--- config.mk ---
export PLATFORM = sky130hd
export DESIGN_NAME = ook_pulse_code_transmitter
export DESIGN_NICKNAME = d
export VERILOG_FILES = /design/src/hdl/ookpt_pkg.sv /design/src/hdl/ook_pulse_code_transmitter.sv
export SDC_FILE = /design/constraint.sdc
export NUM_CORES = 1
export LEC_CHECK = 0
export BUFFER_PORTS_ARGS = -buffer_cell sky130_fd_sc_hd__buf_2
export CAP_MARGIN = 40
export CELL_PAD_IN_SITES_DETAIL_PLACEMENT = 1
export CELL_PAD_IN_SITES_GLOBAL_PLACEMENT = 1
export CORE_MARGIN = 2
export CORE_UTILIZATION = 43
export CTS_BUF_LIST = sky130_fd_sc_hd__clkbuf_4 sky130_fd_sc_hd__clkbuf_8
export CTS_CLUSTER_DIAMETER = 30
export DETAILED_ROUTE_END_ITERATION = 16
export GPL_TIMING_DRIVEN = 0
export PLACE_DENSITY = 0.76
export SYNTH_ARGS = -nofsm -noshare
export SYNTH_HDL_FRONTEND = slang
export SYNTH_SLANG_ARGS = --single-unit
--- constraint.sdc ---
create_clock -name aclk -period 5.75 [get_ports aclk]
set_input_delay 0.575 -clock aclk [delete_from_list [all_inputs] [get_ports aclk]]
set_output_delay 0.575 -clock aclk [all_outputs]
set_load 0.01 [all_outputs]
--- src/hdl/ookpt_pkg.sv ---
package ookpt_pkg;

    localparam int MAX_BITS_DEF = 32;

    localparam int PULSE_LEN_W = 13;
    localparam int MULT_W      = 8;
    localparam int CODE_W      = 32;
    localparam int BITS_W      = 7;
    localparam int REPS_W      = 16;
    localparam int SENT_W      = 32;
    localparam int CFG_IDX_W   = 3;
    localparam int CFG_DATA_W  = PULSE_LEN_W;
    localparam int S_DATA_W    = 56;
    localparam int M_DATA_W    = 40;

    localparam logic [CFG_IDX_W-1:0] REG_PULSE_LEN      = 3'd0;
    localparam logic [CFG_IDX_W-1:0] REG_SYNC_HIGH_MULT = 3'd1;
    localparam logic [CFG_IDX_W-1:0] REG_SYNC_LOW_MULT  = 3'd2;
    localparam logic [CFG_IDX_W-1:0] REG_ZERO_HIGH_MULT = 3'd3;
    localparam logic [CFG_IDX_W-1:0] REG_ZERO_LOW_MULT  = 3'd4;
    localparam logic [CFG_IDX_W-1:0] REG_ONE_HIGH_MULT  = 3'd5;
    localparam logic [CFG_IDX_W-1:0] REG_ONE_LOW_MULT   = 3'd6;

    localparam logic [PULSE_LEN_W-1:0] PULSE_LEN_RST      = 13'd350;
    localparam logic [MULT_W-1:0]      SYNC_HIGH_MULT_RST = 8'd1;
    localparam logic [MULT_W-1:0]      SYNC_LOW_MULT_RST  = 8'd31;
    localparam logic [MULT_W-1:0]      ZERO_HIGH_MULT_RST = 8'd1;
    localparam logic [MULT_W-1:0]      ZERO_LOW_MULT_RST  = 8'd3;
    localparam logic [MULT_W-1:0]      ONE_HIGH_MULT_RST  = 8'd3;
    localparam logic [MULT_W-1:0]      ONE_LOW_MULT_RST   = 8'd1;

    localparam logic KIND_TICK  = 1'b0;
    localparam logic KIND_START = 1'b1;

endpackage

--- src/hdl/ook_pulse_code_transmitter.sv ---
// On-off-keyed pulse code transmitter. Each input beat is either a one
// microsecond tick (s_tuser low) or a start request (s_tuser high) carrying a
// code word, a bit count of 1 to MAX_BITS and a repeat count. A burst sends
// the low bits of the code most significant first, each bit a high then a low
// segment, and a sync high/low pair after every repeat; segment lengths are
// multiples of pulse_len ticks set through the register port. Every input
// beat gives exactly one output beat with the line level, busy, accepted,
// rejected, done flags and the wrapping count of finished bursts. The block
// takes one beat per clock and each result sits in the output register from
// the cycle after its input beat; s_tready drops only while a result waits
// there and m_tready is low. Register writes take effect at once.
module ook_pulse_code_transmitter
    import ookpt_pkg::*;
#(
    parameter int MAX_BITS = MAX_BITS_DEF
) (
    input  logic                  aclk,
    input  logic                  aresetn,
    input  logic                  s_tvalid,
    output logic                  s_tready,
    // code_value[31:0], bit_count[38:32], repeat_count[54:39], zero fill
    input  logic [S_DATA_W-1:0]   s_tdata,
    // kind[0]
    input  logic                  s_tuser,
    output logic                  m_tvalid,
    input  logic                  m_tready,
    // line_level[0], busy_res[1], accepted[2], rejected[3], done_res[4],
    // sent_count[36:5], zero fill
    output logic [M_DATA_W-1:0]   m_tdata,
    input  logic                  cfg_wr_en,
    input  logic [CFG_IDX_W-1:0]  cfg_index,
    input  logic [CFG_DATA_W-1:0] cfg_wdata
);

    localparam int BIT_W = $clog2(MAX_BITS);
    localparam int FB_W  = $clog2(MAX_BITS + 1);

    typedef enum logic [1:0] {
        PH_DATA_HIGH,
        PH_DATA_LOW,
        PH_SYNC_HIGH,
        PH_SYNC_LOW
    } phase_t;

    logic [PULSE_LEN_W-1:0] pulse_len_reg;
    logic [MULT_W-1:0]      sync_hi_reg, sync_lo_reg;
    logic [MULT_W-1:0]      zero_hi_reg, zero_lo_reg;
    logic [MULT_W-1:0]      one_hi_reg, one_lo_reg;

    logic                   active_reg, active_next;
    logic [CODE_W-1:0]      code_reg, code_next;
    logic [BIT_W-1:0]       bit_index_reg, bit_index_next;
    logic [FB_W-1:0]        frame_bits_reg, frame_bits_next;
    logic [REPS_W-1:0]      reps_reg, reps_next;
    phase_t                 phase_reg, phase_next;
    logic [PULSE_LEN_W-1:0] tick_reg, tick_next;
    logic [MULT_W-1:0]      pulse_reg, pulse_next;
    logic                   line_reg, line_next;
    logic [SENT_W-1:0]      sent_reg, sent_next;

    logic                   m_valid_reg;
    logic [M_DATA_W-1:0]    m_data_reg;

    logic                   s_beat;
    logic                   in_kind;
    logic [CODE_W-1:0]      in_code;
    logic [BITS_W-1:0]      in_bits;
    logic [REPS_W-1:0]      in_reps;

    logic [PULSE_LEN_W-1:0] plen;
    logic [5:0]             bit_idx6;
    logic                   bit_is_one;
    logic [MULT_W-1:0]      mult_raw, mult_eff;
    logic [PULSE_LEN_W-1:0] tick_inc;
    logic [MULT_W-1:0]      pulse_inc;
    logic [REPS_W-1:0]      reps_dec;
    logic                   pulse_end, seg_end;
    logic                   acc, rej, done;

    assign s_tready = !m_valid_reg || m_tready;
    assign s_beat   = s_tvalid && s_tready;
    assign m_tvalid = m_valid_reg;
    assign m_tdata  = m_data_reg;

    assign in_kind = s_tuser;
    assign in_code = s_tdata[31:0];
    assign in_bits = s_tdata[38:32];
    assign in_reps = s_tdata[54:39];

    // current bit and segment length
    always_comb begin
        plen       = (pulse_len_reg == '0) ? PULSE_LEN_W'(1) : pulse_len_reg;
        bit_idx6   = 6'(bit_index_reg);
        bit_is_one = !bit_idx6[5] && code_reg[bit_idx6[4:0]];
        case (phase_reg)
            PH_DATA_HIGH: mult_raw = bit_is_one ? one_hi_reg : zero_hi_reg;
            PH_DATA_LOW:  mult_raw = bit_is_one ? one_lo_reg : zero_lo_reg;
            PH_SYNC_HIGH: mult_raw = sync_hi_reg;
            PH_SYNC_LOW:  mult_raw = sync_lo_reg;
            default:      mult_raw = sync_lo_reg;
        endcase
        mult_eff  = (mult_raw == '0) ? MULT_W'(1) : mult_raw;
        tick_inc  = tick_reg + PULSE_LEN_W'(1);
        pulse_inc = pulse_reg + MULT_W'(1);
        reps_dec  = reps_reg - REPS_W'(1);
        pulse_end = (tick_inc >= plen);
        seg_end   = pulse_end && (pulse_inc >= mult_eff);
    end

    always_comb begin
        active_next     = active_reg;
        code_next       = code_reg;
        bit_index_next  = bit_index_reg;
        frame_bits_next = frame_bits_reg;
        reps_next       = reps_reg;
        phase_next      = phase_reg;
        tick_next       = tick_reg;
        pulse_next      = pulse_reg;
        line_next       = line_reg;
        sent_next       = sent_reg;
        acc             = 1'b0;
        rej             = 1'b0;
        done            = 1'b0;
        if (s_beat) begin
            if (in_kind == KIND_TICK) begin
                if (active_reg) begin
                    tick_next = pulse_end ? '0 : tick_inc;
                    if (pulse_end) begin
                        pulse_next = seg_end ? '0 : pulse_inc;
                    end
                    if (seg_end) begin
                        case (phase_reg)
                            PH_DATA_HIGH: begin
                                phase_next = PH_DATA_LOW;
                                line_next  = 1'b0;
                            end
                            PH_DATA_LOW: begin
                                if (bit_index_reg == '0) begin
                                    phase_next = PH_SYNC_HIGH;
                                end else begin
                                    bit_index_next = bit_index_reg - BIT_W'(1);
                                    phase_next     = PH_DATA_HIGH;
                                end
                                line_next = 1'b1;
                            end
                            PH_SYNC_HIGH: begin
                                phase_next = PH_SYNC_LOW;
                                line_next  = 1'b0;
                            end
                            default: begin
                                if (reps_dec == '0) begin
                                    done = 1'b1;
                                end else begin
                                    reps_next      = reps_dec;
                                    bit_index_next = BIT_W'(frame_bits_reg - FB_W'(1));
                                    phase_next     = PH_DATA_HIGH;
                                    line_next      = 1'b1;
                                end
                            end
                        endcase
                    end
                end
            end else if (active_reg || in_bits == '0 || in_bits > BITS_W'(MAX_BITS)) begin
                rej = 1'b1;
            end else begin
                acc = 1'b1;
                if (in_reps == '0) begin
                    done = 1'b1;
                end else begin
                    active_next     = 1'b1;
                    code_next       = in_code;
                    frame_bits_next = FB_W'(in_bits);
                    bit_index_next  = BIT_W'(in_bits - BITS_W'(1));
                    reps_next       = in_reps;
                    phase_next      = PH_DATA_HIGH;
                    tick_next       = '0;
                    pulse_next      = '0;
                    line_next       = 1'b1;
                end
            end
            // burst finished
            if (done) begin
                active_next = 1'b0;
                line_next   = 1'b0;
                phase_next  = PH_DATA_HIGH;
                tick_next   = '0;
                pulse_next  = '0;
                reps_next   = '0;
                sent_next   = sent_reg + SENT_W'(1);
            end
        end
    end

    always_ff @(posedge aclk) begin
        if (!aresetn) begin
            pulse_len_reg  <= PULSE_LEN_RST;
            sync_hi_reg    <= SYNC_HIGH_MULT_RST;
            sync_lo_reg    <= SYNC_LOW_MULT_RST;
            zero_hi_reg    <= ZERO_HIGH_MULT_RST;
            zero_lo_reg    <= ZERO_LOW_MULT_RST;
            one_hi_reg     <= ONE_HIGH_MULT_RST;
            one_lo_reg     <= ONE_LOW_MULT_RST;
            active_reg     <= 1'b0;
            code_reg       <= '0;
            bit_index_reg  <= '0;
            frame_bits_reg <= '0;
            reps_reg       <= '0;
            phase_reg      <= PH_DATA_HIGH;
            tick_reg       <= '0;
            pulse_reg      <= '0;
            line_reg       <= 1'b0;
            sent_reg       <= '0;
            m_valid_reg    <= 1'b0;
            m_data_reg     <= '0;
        end else begin
            active_reg     <= active_next;
            code_reg       <= code_next;
            bit_index_reg  <= bit_index_next;
            frame_bits_reg <= frame_bits_next;
            reps_reg       <= reps_next;
            phase_reg      <= phase_next;
            tick_reg       <= tick_next;
            pulse_reg      <= pulse_next;
            line_reg       <= line_next;
            sent_reg       <= sent_next;
            if (s_beat) begin
                m_valid_reg <= 1'b1;
                m_data_reg  <= {3'b000, sent_next, done, rej, acc, active_next, line_next};
            end else if (m_tready) begin
                m_valid_reg <= 1'b0;
            end
            if (cfg_wr_en) begin
                case (cfg_index)
                    REG_PULSE_LEN:      pulse_len_reg <= cfg_wdata;
                    REG_SYNC_HIGH_MULT: sync_hi_reg   <= cfg_wdata[MULT_W-1:0];
                    REG_SYNC_LOW_MULT:  sync_lo_reg   <= cfg_wdata[MULT_W-1:0];
                    REG_ZERO_HIGH_MULT: zero_hi_reg   <= cfg_wdata[MULT_W-1:0];
                    REG_ZERO_LOW_MULT:  zero_lo_reg   <= cfg_wdata[MULT_W-1:0];
                    REG_ONE_HIGH_MULT:  one_hi_reg    <= cfg_wdata[MULT_W-1:0];
                    REG_ONE_LOW_MULT:   one_lo_reg    <= cfg_wdata[MULT_W-1:0];
                    default: ;
                endcase
            end
        end
    end

    a_idle_line_low: assert property (@(posedge aclk) disable iff (!aresetn)
        !active_reg |-> (!line_reg && phase_reg == PH_DATA_HIGH && tick_reg == '0))
        else $error("idle transmitter with line or counters not cleared");

    a_acc_rej_excl: assert property (@(posedge aclk) disable iff (!aresetn)
        m_valid_reg |-> !(m_data_reg[2] && m_data_reg[3]))
        else $error("beat both accepted and rejected");

    a_done_idle: assert property (@(posedge aclk) disable iff (!aresetn)
        (m_valid_reg && m_data_reg[4]) |-> (!m_data_reg[1] && !m_data_reg[0]))
        else $error("done beat with busy or line high");

    a_sent_step: assert property (@(posedge aclk) disable iff (!aresetn)
        s_beat |=> (sent_reg == $past(sent_reg) + SENT_W'($past(done))))
        else $error("sent counter out of step with done");

endmodule
=== After elaboration in Yosys (flattened, before gate mapping) ===
Index checks and enable logic that the tools add are counted.

* Mux-type cells: 75
* Reductions and logical operators: 35
* $lt $le $gt $ge: 4
* Equality and inequality tests: 19
* Bitwise gates (word level): 2
* Add/sub/neg operators: 7

{| class="wikitable"
|+ Operators by type and width
! operator !! number
|-
| 16-bit 2-to-1 mux || 8
|-
| 13-bit 2-to-1 mux || 7
|-
| 8-bit 2-to-1 mux || 10
|-
| 32-bit 2-to-1 mux || 2
|-
| 5-bit 2-to-1 mux || 7
|-
| 32-bit by 1-bit adder with 32-bit output (second input constant) || 1
|-
| 16-bit zero test || 2
|-
| 8-bit case mux with 4 select lines || 1
|-
| 1-bit 2-to-1 mux || 28
|-
| 2-bit 2-to-1 mux || 8
|-
| 16-bit by 1-bit subtractor with 16-bit output (second input constant) || 1
|-
| 5-bit by 1-bit subtractor with 5-bit output (second input constant) || 3
|-
| 2-bit AND reduction || 7
|-
| 13-bit by 1-bit adder with 13-bit output (second input constant) || 1
|-
| 13-bit >= comparator || 1
|-
| 13-bit zero test || 1
|-
| 3-bit inequality test (second input constant) || 4
|-
| 5-bit case mux with 2 select lines || 1
|-
| 3-bit equality test (second input constant) || 3
|-
| 3-bit nonzero test || 3
|-
| 8-bit by 1-bit adder with 8-bit output (second input constant) || 1
|-
| 8-bit >= comparator || 1
|-
| 8-bit zero test || 1
|-
| 4-bit AND reduction || 2
|-
| 29 further kinds || 38
|}

* Bits of input ports: 78
* Register bits after elaboration: 214

=== Depth between registers and ports, before layout ===
* Word-level depth: 14
* Gate-level depth with buffers: 22
* Depth with buffers taken out: 19

=== Worst setup path before layout ===
No wires, ideal clock.

* Kind: register to register
* Start: reg bit_index_reg[1]
* End: reg m_data_reg[7] (netlist: m_tdata[7])
* Cell stages (with the launch flop): 22
* Path slack: 661 ps
* Data arrival time: 5014 ps
* Library setup time: 74 ps
* Cell sequence: dfxtp_1 > buf_2 > mux4_2 > a221oi_1 > nand3_1 > nand2_1 > mux4_2 > o21ai_0 > nand4_1 > o21ai_0 > ha_1 > nand2b_1 > a21o_1 > a21o_1 > a21oi_1 > o21ai_0 > o211ai_1 > o21a_1 > clkbuf_1 > buf_1 > o21ai_0 > a31oi_1

* Word-level cells in the longest chain between the ends: 14

{| class="wikitable"
|+ Ends and longest elaborated chain
! item !! RTL line !! text
|-
| start: declaration || ook_pulse_code_transmitter.sv:52 || <nowiki>logic [BIT_W-1:0] bit_index_reg, bit_index_next;</nowiki>
|-
| start signal: assignment || ook_pulse_code_transmitter.sv:218 || <nowiki>bit_index_reg <= bit_index_next;</nowiki>
|-
| 1-bit binary-select mux with 5-bit select * || ook_pulse_code_transmitter.sv:94 || <nowiki>bit_is_one = !bit_idx6[5] && code_reg[bit_idx6[4:0]];</nowiki>
|-
| 1-bit 2-to-1 mux (not written as such) * || ook_pulse_code_transmitter.sv:94 ||
|-
| 8-bit 2-to-1 mux (on tied branches) || ook_pulse_code_transmitter.sv:97, ook_pulse_code_transmitter.sv:96 ||
|-
| 8-bit case mux with 4 select lines * || ook_pulse_code_transmitter.sv:95 || <nowiki>case (phase_reg)</nowiki>
|-
| 8-bit zero test || ook_pulse_code_transmitter.sv:102 || <nowiki>mult_eff = (mult_raw == '0) ? MULT_W'(1) : mult_raw;</nowiki>
|-
| 8-bit 2-to-1 mux * || ook_pulse_code_transmitter.sv:102 ||
|-
| 8-bit >= comparator * || ook_pulse_code_transmitter.sv:107 || <nowiki>seg_end = pulse_end && (pulse_inc >= mult_eff);</nowiki>
|-
| 1-bit logical AND * || ook_pulse_code_transmitter.sv:107 ||
|-
| 1-bit 2-to-1 mux * || ook_pulse_code_transmitter.sv:131 || <nowiki>if (seg_end) begin</nowiki>
|-
| 1-bit 2-to-1 mux * || ook_pulse_code_transmitter.sv:126 || <nowiki>if (active_reg) begin</nowiki>
|-
| 1-bit 2-to-1 mux * || ook_pulse_code_transmitter.sv:125 || <nowiki>if (in_kind == KIND_TICK) begin</nowiki>
|-
| 1-bit 2-to-1 mux * || ook_pulse_code_transmitter.sv:124 || <nowiki>if (s_beat) begin</nowiki>
|-
| 32-bit 2-to-1 mux * || ook_pulse_code_transmitter.sv:182 || <nowiki>if (done) begin</nowiki>
|-
| 32-bit 2-to-1 mux * || ook_pulse_code_transmitter.sv:124 ||
|-
| end signal: assignment || ook_pulse_code_transmitter.sv:228 || <nowiki>m_data_reg <= {3'b000, sent_next, done, rej, acc, active_next, line_next};</nowiki>
|-
| end: declaration || ook_pulse_code_transmitter.sv:62 || <nowiki>logic [M_DATA_W-1:0] m_data_reg;</nowiki>
|}

Every way passes the cells marked *; elsewhere a longest branch is shown, timed or not. The select of a mux whose other input is x is not followed.
A chain may end at the register's enable or synchronous reset.

=== Final worst setup path ===
* Start: reg bit_index_reg[1]
* End: reg sent_reg[12]

* Word-level cells in the longest chain between the ends: 14

{| class="wikitable"
|+ Ends and longest elaborated chain
! item !! RTL line !! text
|-
| 1-bit binary-select mux with 5-bit select * || ook_pulse_code_transmitter.sv:94 ||
|-
| 1-bit 2-to-1 mux (not written as such) * || ook_pulse_code_transmitter.sv:94 ||
|-
| 8-bit 2-to-1 mux (on tied branches) || ook_pulse_code_transmitter.sv:97, ook_pulse_code_transmitter.sv:96 ||
|-
| 8-bit case mux with 4 select lines * || ook_pulse_code_transmitter.sv:95 ||
|-
| 8-bit zero test || ook_pulse_code_transmitter.sv:102 ||
|-
| 8-bit 2-to-1 mux * || ook_pulse_code_transmitter.sv:102 ||
|-
| 8-bit >= comparator * || ook_pulse_code_transmitter.sv:107 ||
|-
| 1-bit logical AND * || ook_pulse_code_transmitter.sv:107 ||
|-
| 1-bit 2-to-1 mux * || ook_pulse_code_transmitter.sv:131 ||
|-
| 1-bit 2-to-1 mux * || ook_pulse_code_transmitter.sv:126 ||
|-
| 1-bit 2-to-1 mux * || ook_pulse_code_transmitter.sv:125 ||
|-
| 1-bit 2-to-1 mux * || ook_pulse_code_transmitter.sv:124 ||
|-
| 32-bit 2-to-1 mux * || ook_pulse_code_transmitter.sv:182 ||
|-
| 32-bit 2-to-1 mux * || ook_pulse_code_transmitter.sv:124 ||
|-
| end signal: assignment || ook_pulse_code_transmitter.sv:225 || <nowiki>sent_reg <= sent_next;</nowiki>
|-
| end: declaration || ook_pulse_code_transmitter.sv:59 || <nowiki>logic [SENT_W-1:0] sent_reg, sent_next;</nowiki>
|}

Marks and branches as above.

==> impl_metrics.py <==
metrics = {
    "setup_path": {
        "path_cells": "buf_6 > mux4_2 > a221oi_1 > nand3_1 > nand2_4 > buf_4 > mux4_2 > o21ai_0 > o21ai_0 > ha_1 > nand2b_1 > a21o_1 > a21o_1 > a21oi_1 > o21ai_2 > o211ai_1 > o21a_2 > clkbuf_1 > or4_1 > a21oi_1",
        "cp_slowest_cell": "mux4_2",
        "crit_fanout": 10,
        "critPathMaxStageDelay_ps": 540,
        "reg2reg_slack_ps": 380,
        "critPathArrivalTime_ps": 5860,
        "critPathLaunchType": "register",
        "r2r_cells": 20,
        "rr_endpoint": "sent_reg[12]",
        "cp-end-kind": "register",
        "crit_required_ps": 6240,
        "path_class": "register to register",
        "timing.rr.start": "bit_index_reg[1]",
    },
    "grt": {
        "first_global_vias": 10844,
        "grt_max_degree": 16,
        "gr-total-overflow": 0,
        "grt_pass1_wl_um": 55900,
        "antenna_found_initial": 0,
        "grt_usage_pct": 26.7,
    },
    "layout": {
        "final_common_cell": "nand2_1",
        "final_layout_size_suffix_gt1_share_pct": 18.5,
        "layout.nets": 1597,
        "syn2layout_area_growth_pct": 22.9,
        "largest_reg_flops": 37,
        "final_cell_mix": "nand2_1, dfxtp_1, a21oi_1",
        "antenna_cells": 0,
        "n_fill_cell": 2996,
    },
    "sta": {
        "relSlewSlack_pct": 40.2,
        "maxSlewViolCount": 0,
        "clock_skew_ps": 27.9,
        "hold_viol": 0,
        "fin_crit_ps": 5370,
        "setup_violations": 0,
        "finalSetupTns_ps": 0,
        "worst_pin_slew_ps": 875,
        "max_freq_mhz": 186,
        "hold_ws_ps": 232,
        "min_period_over_period_pct": 93.4,
    },
    "logic_synthesis": {
        "synth_ff_type": "dfxtp_1",
        "synth-simple-area-share_pct": 22.9,
        "synth_edf_count": 0,
        "yosysWarnings": 0,
        "syn_avg_cell_area_um2": 8.06,
        "synth_mux_area_share_pct": 5.01,
        "syn_inst": 1314,
        "synth_top_family_by_area": "simple AND/OR/NAND/NOR gates",
        "synth-seq-cells": 214,
        "synth_area_um2": 10600,
        "synthArstFlopShare_pct": 0,
        "ys_seq_area_share_pct": 40.5,
        "synth_compound_area_share_pct": 20.0,
        "ys_types": 63,
        "synth_xor_area_share_pct": 4.30,
        "synth_adder_area_share_pct": 3.19,
    },
    "power_and_ir_drop": {
        "p_leak_nw": 4.97,
        "power_density_nw_per_um2": 320,
        "totalPowerFinal_w": 0.00416,
        "ir_worst_vdd_mv": 0.243,
    },
    "worst_hold_path": {
        "hold_path.class": "input port to register",
        "hold_start": "s_tdata[3]",
        "min_to": "code_reg[3]",
        "min_path_cells": 3,
    },
    "die": {
        "core_area_um2": 24200,
        "num_rows": 57,
        "initial_core_util_pct": 43.7,
        "die_w_um": 161,
        "die-area_um2": 25900,
        "die_y_um": 161,
        "floorplan.io_pins": 120,
    },
    "cts": {
        "cts_sinks": 214,
        "clk_path_buf_depth": 3,
        "htreeDepth": 2,
        "numCtsBuffers": 54,
        "root_buffer": "clkbuf_8",
        "insertion_delay_ps": 590,
        "path_clk_slew_ps": 60,
        "tritoncts": "built",
        "hold_buffers": 0,
    },
    "route": {
        "wl_um": 34600,
        "drcViolationCount": 0,
        "antenna_left": 0,
        "dr.pass1.iters": 5,
        "vias": 10421,
        "drtIter0Drc": 460,
        "wl_per_cell_um": 18.6,
        "viasPerCell": 5.60,
    },
    "status": {
        "status": "complete, no violations",
    },
    "placed_design": {
        "port_buffers": 112,
        "gp_congestion": 0.848,
        "dp_hpwl_um": 24800,
    },
    "run": {
        "cap_violations": 0,
    },
}
layer usage:
metal / vias to the layer above / part of all wire, % / routed length (um) / track usage [%]
met5: - / 0 / 0 / 0
met4: 0 / 2.4 / 826 / 7.55
met3: 59 / 4.2 / 1460 / 4.29
met2: 235 / 49 / 16900 / 46.3
met1: 5089 / 45 / 15400 / 34.3
li1: 5038 / - / - / -
synth_stat cells (17+ instances only):
master    instances  area (um^2)
dfxtp_1         214         4280
nand2_1         260          976
o31ai_1          20          150
clkbuf_1         72          270
mux2i_1          17          170
nor2_1           89          334
inv_1            24         90.1
o21ai_0          70          350
xnor2_1          28          245
xor2_1           24          210
a31oi_1          23          144
nand3_1          50          250
a21oi_1         157          786
ha_1             27          338
or4_1            17          128
power breakdown:
part	switching [W]	internal, W	total, W
sequential	0.0000260	0.00152	0.00155
combinational	0.000212	0.000118	0.000330
clock	0.000801	0.00148	0.00228
worst max-delay path: cells and delay by family, from the launching register on:
family	cells	cell delay [ps]
fa+ha+maj	1	290
compound gates	10	1960
simple gates	4	1000
buf+inv	3	610
flops	1	410
mux	2	1010
metrics by stage:
| stage | util (%) | setup WS (ps) | cells | cell area [um^2] |
|---|---|---|---|---|
| floorplan | - | 661 | 1316 | 10600 |
| CTS | 53.5 | 26.0 | 1859 | 13000 |
| finish | 53.6 | 379 | 1860 | 13000 |
| global route | 53.6 | -8.80 | 1860 | 13000 |
| global placement | 47.7 | -878 | 1752 | 11600 |
| detailed placement | 47.8 | -1100 | 1757 | 11600 |
final cells by class:
cell class	count	area (um^2)	share of cell area, %
plain buffers	85	368	2.83
clock buffers	71	940	7.22
clock inverters	29	407	3.13
inverters	24	90.1	0.693
multi-input cells	993	5910	45.4
flip-flops and latches	214	4290	32.9
well taps	324	405	3.12
repair buffers	120	608	4.67
worst max-delay path by stage:
stage / slack (ps) / cells after the start / startpoint / end
finish: 380 / 20 / bit_index_reg[1] / sent_reg[12]
global route: -9 / 20 / bit_index_reg[1] / reps_reg[5]
CTS: 30 / 20 / bit_index_reg[1] / m_tdata[0]
detailed placement: -1100 / 21 / bit_index_reg[1] / m_tdata[7]
global placement: -880 / 21 / bit_index_reg[1] / m_tdata[19]
floorplan: 660 / 21 / bit_index_reg[1] / m_tdata[7]
kinds of logic after synthesis:
family	after synthesis
simple gates	528
compound gates	349
flops	214
buf+inv	109
xor+xnor	52
mux	34
fa+ha+maj	27
other cells	1
what timing repair did:
| item | CTS | global route |
|---|---|---|
| endpoints found under the setup margin | 96 | 82 |
| buffers inserted | 2 | 1 |
| pin swaps | 1 | 2 |
| resized for setup | 12 | 22 |
Note: power is estimated with default switching activity, not from simulation.
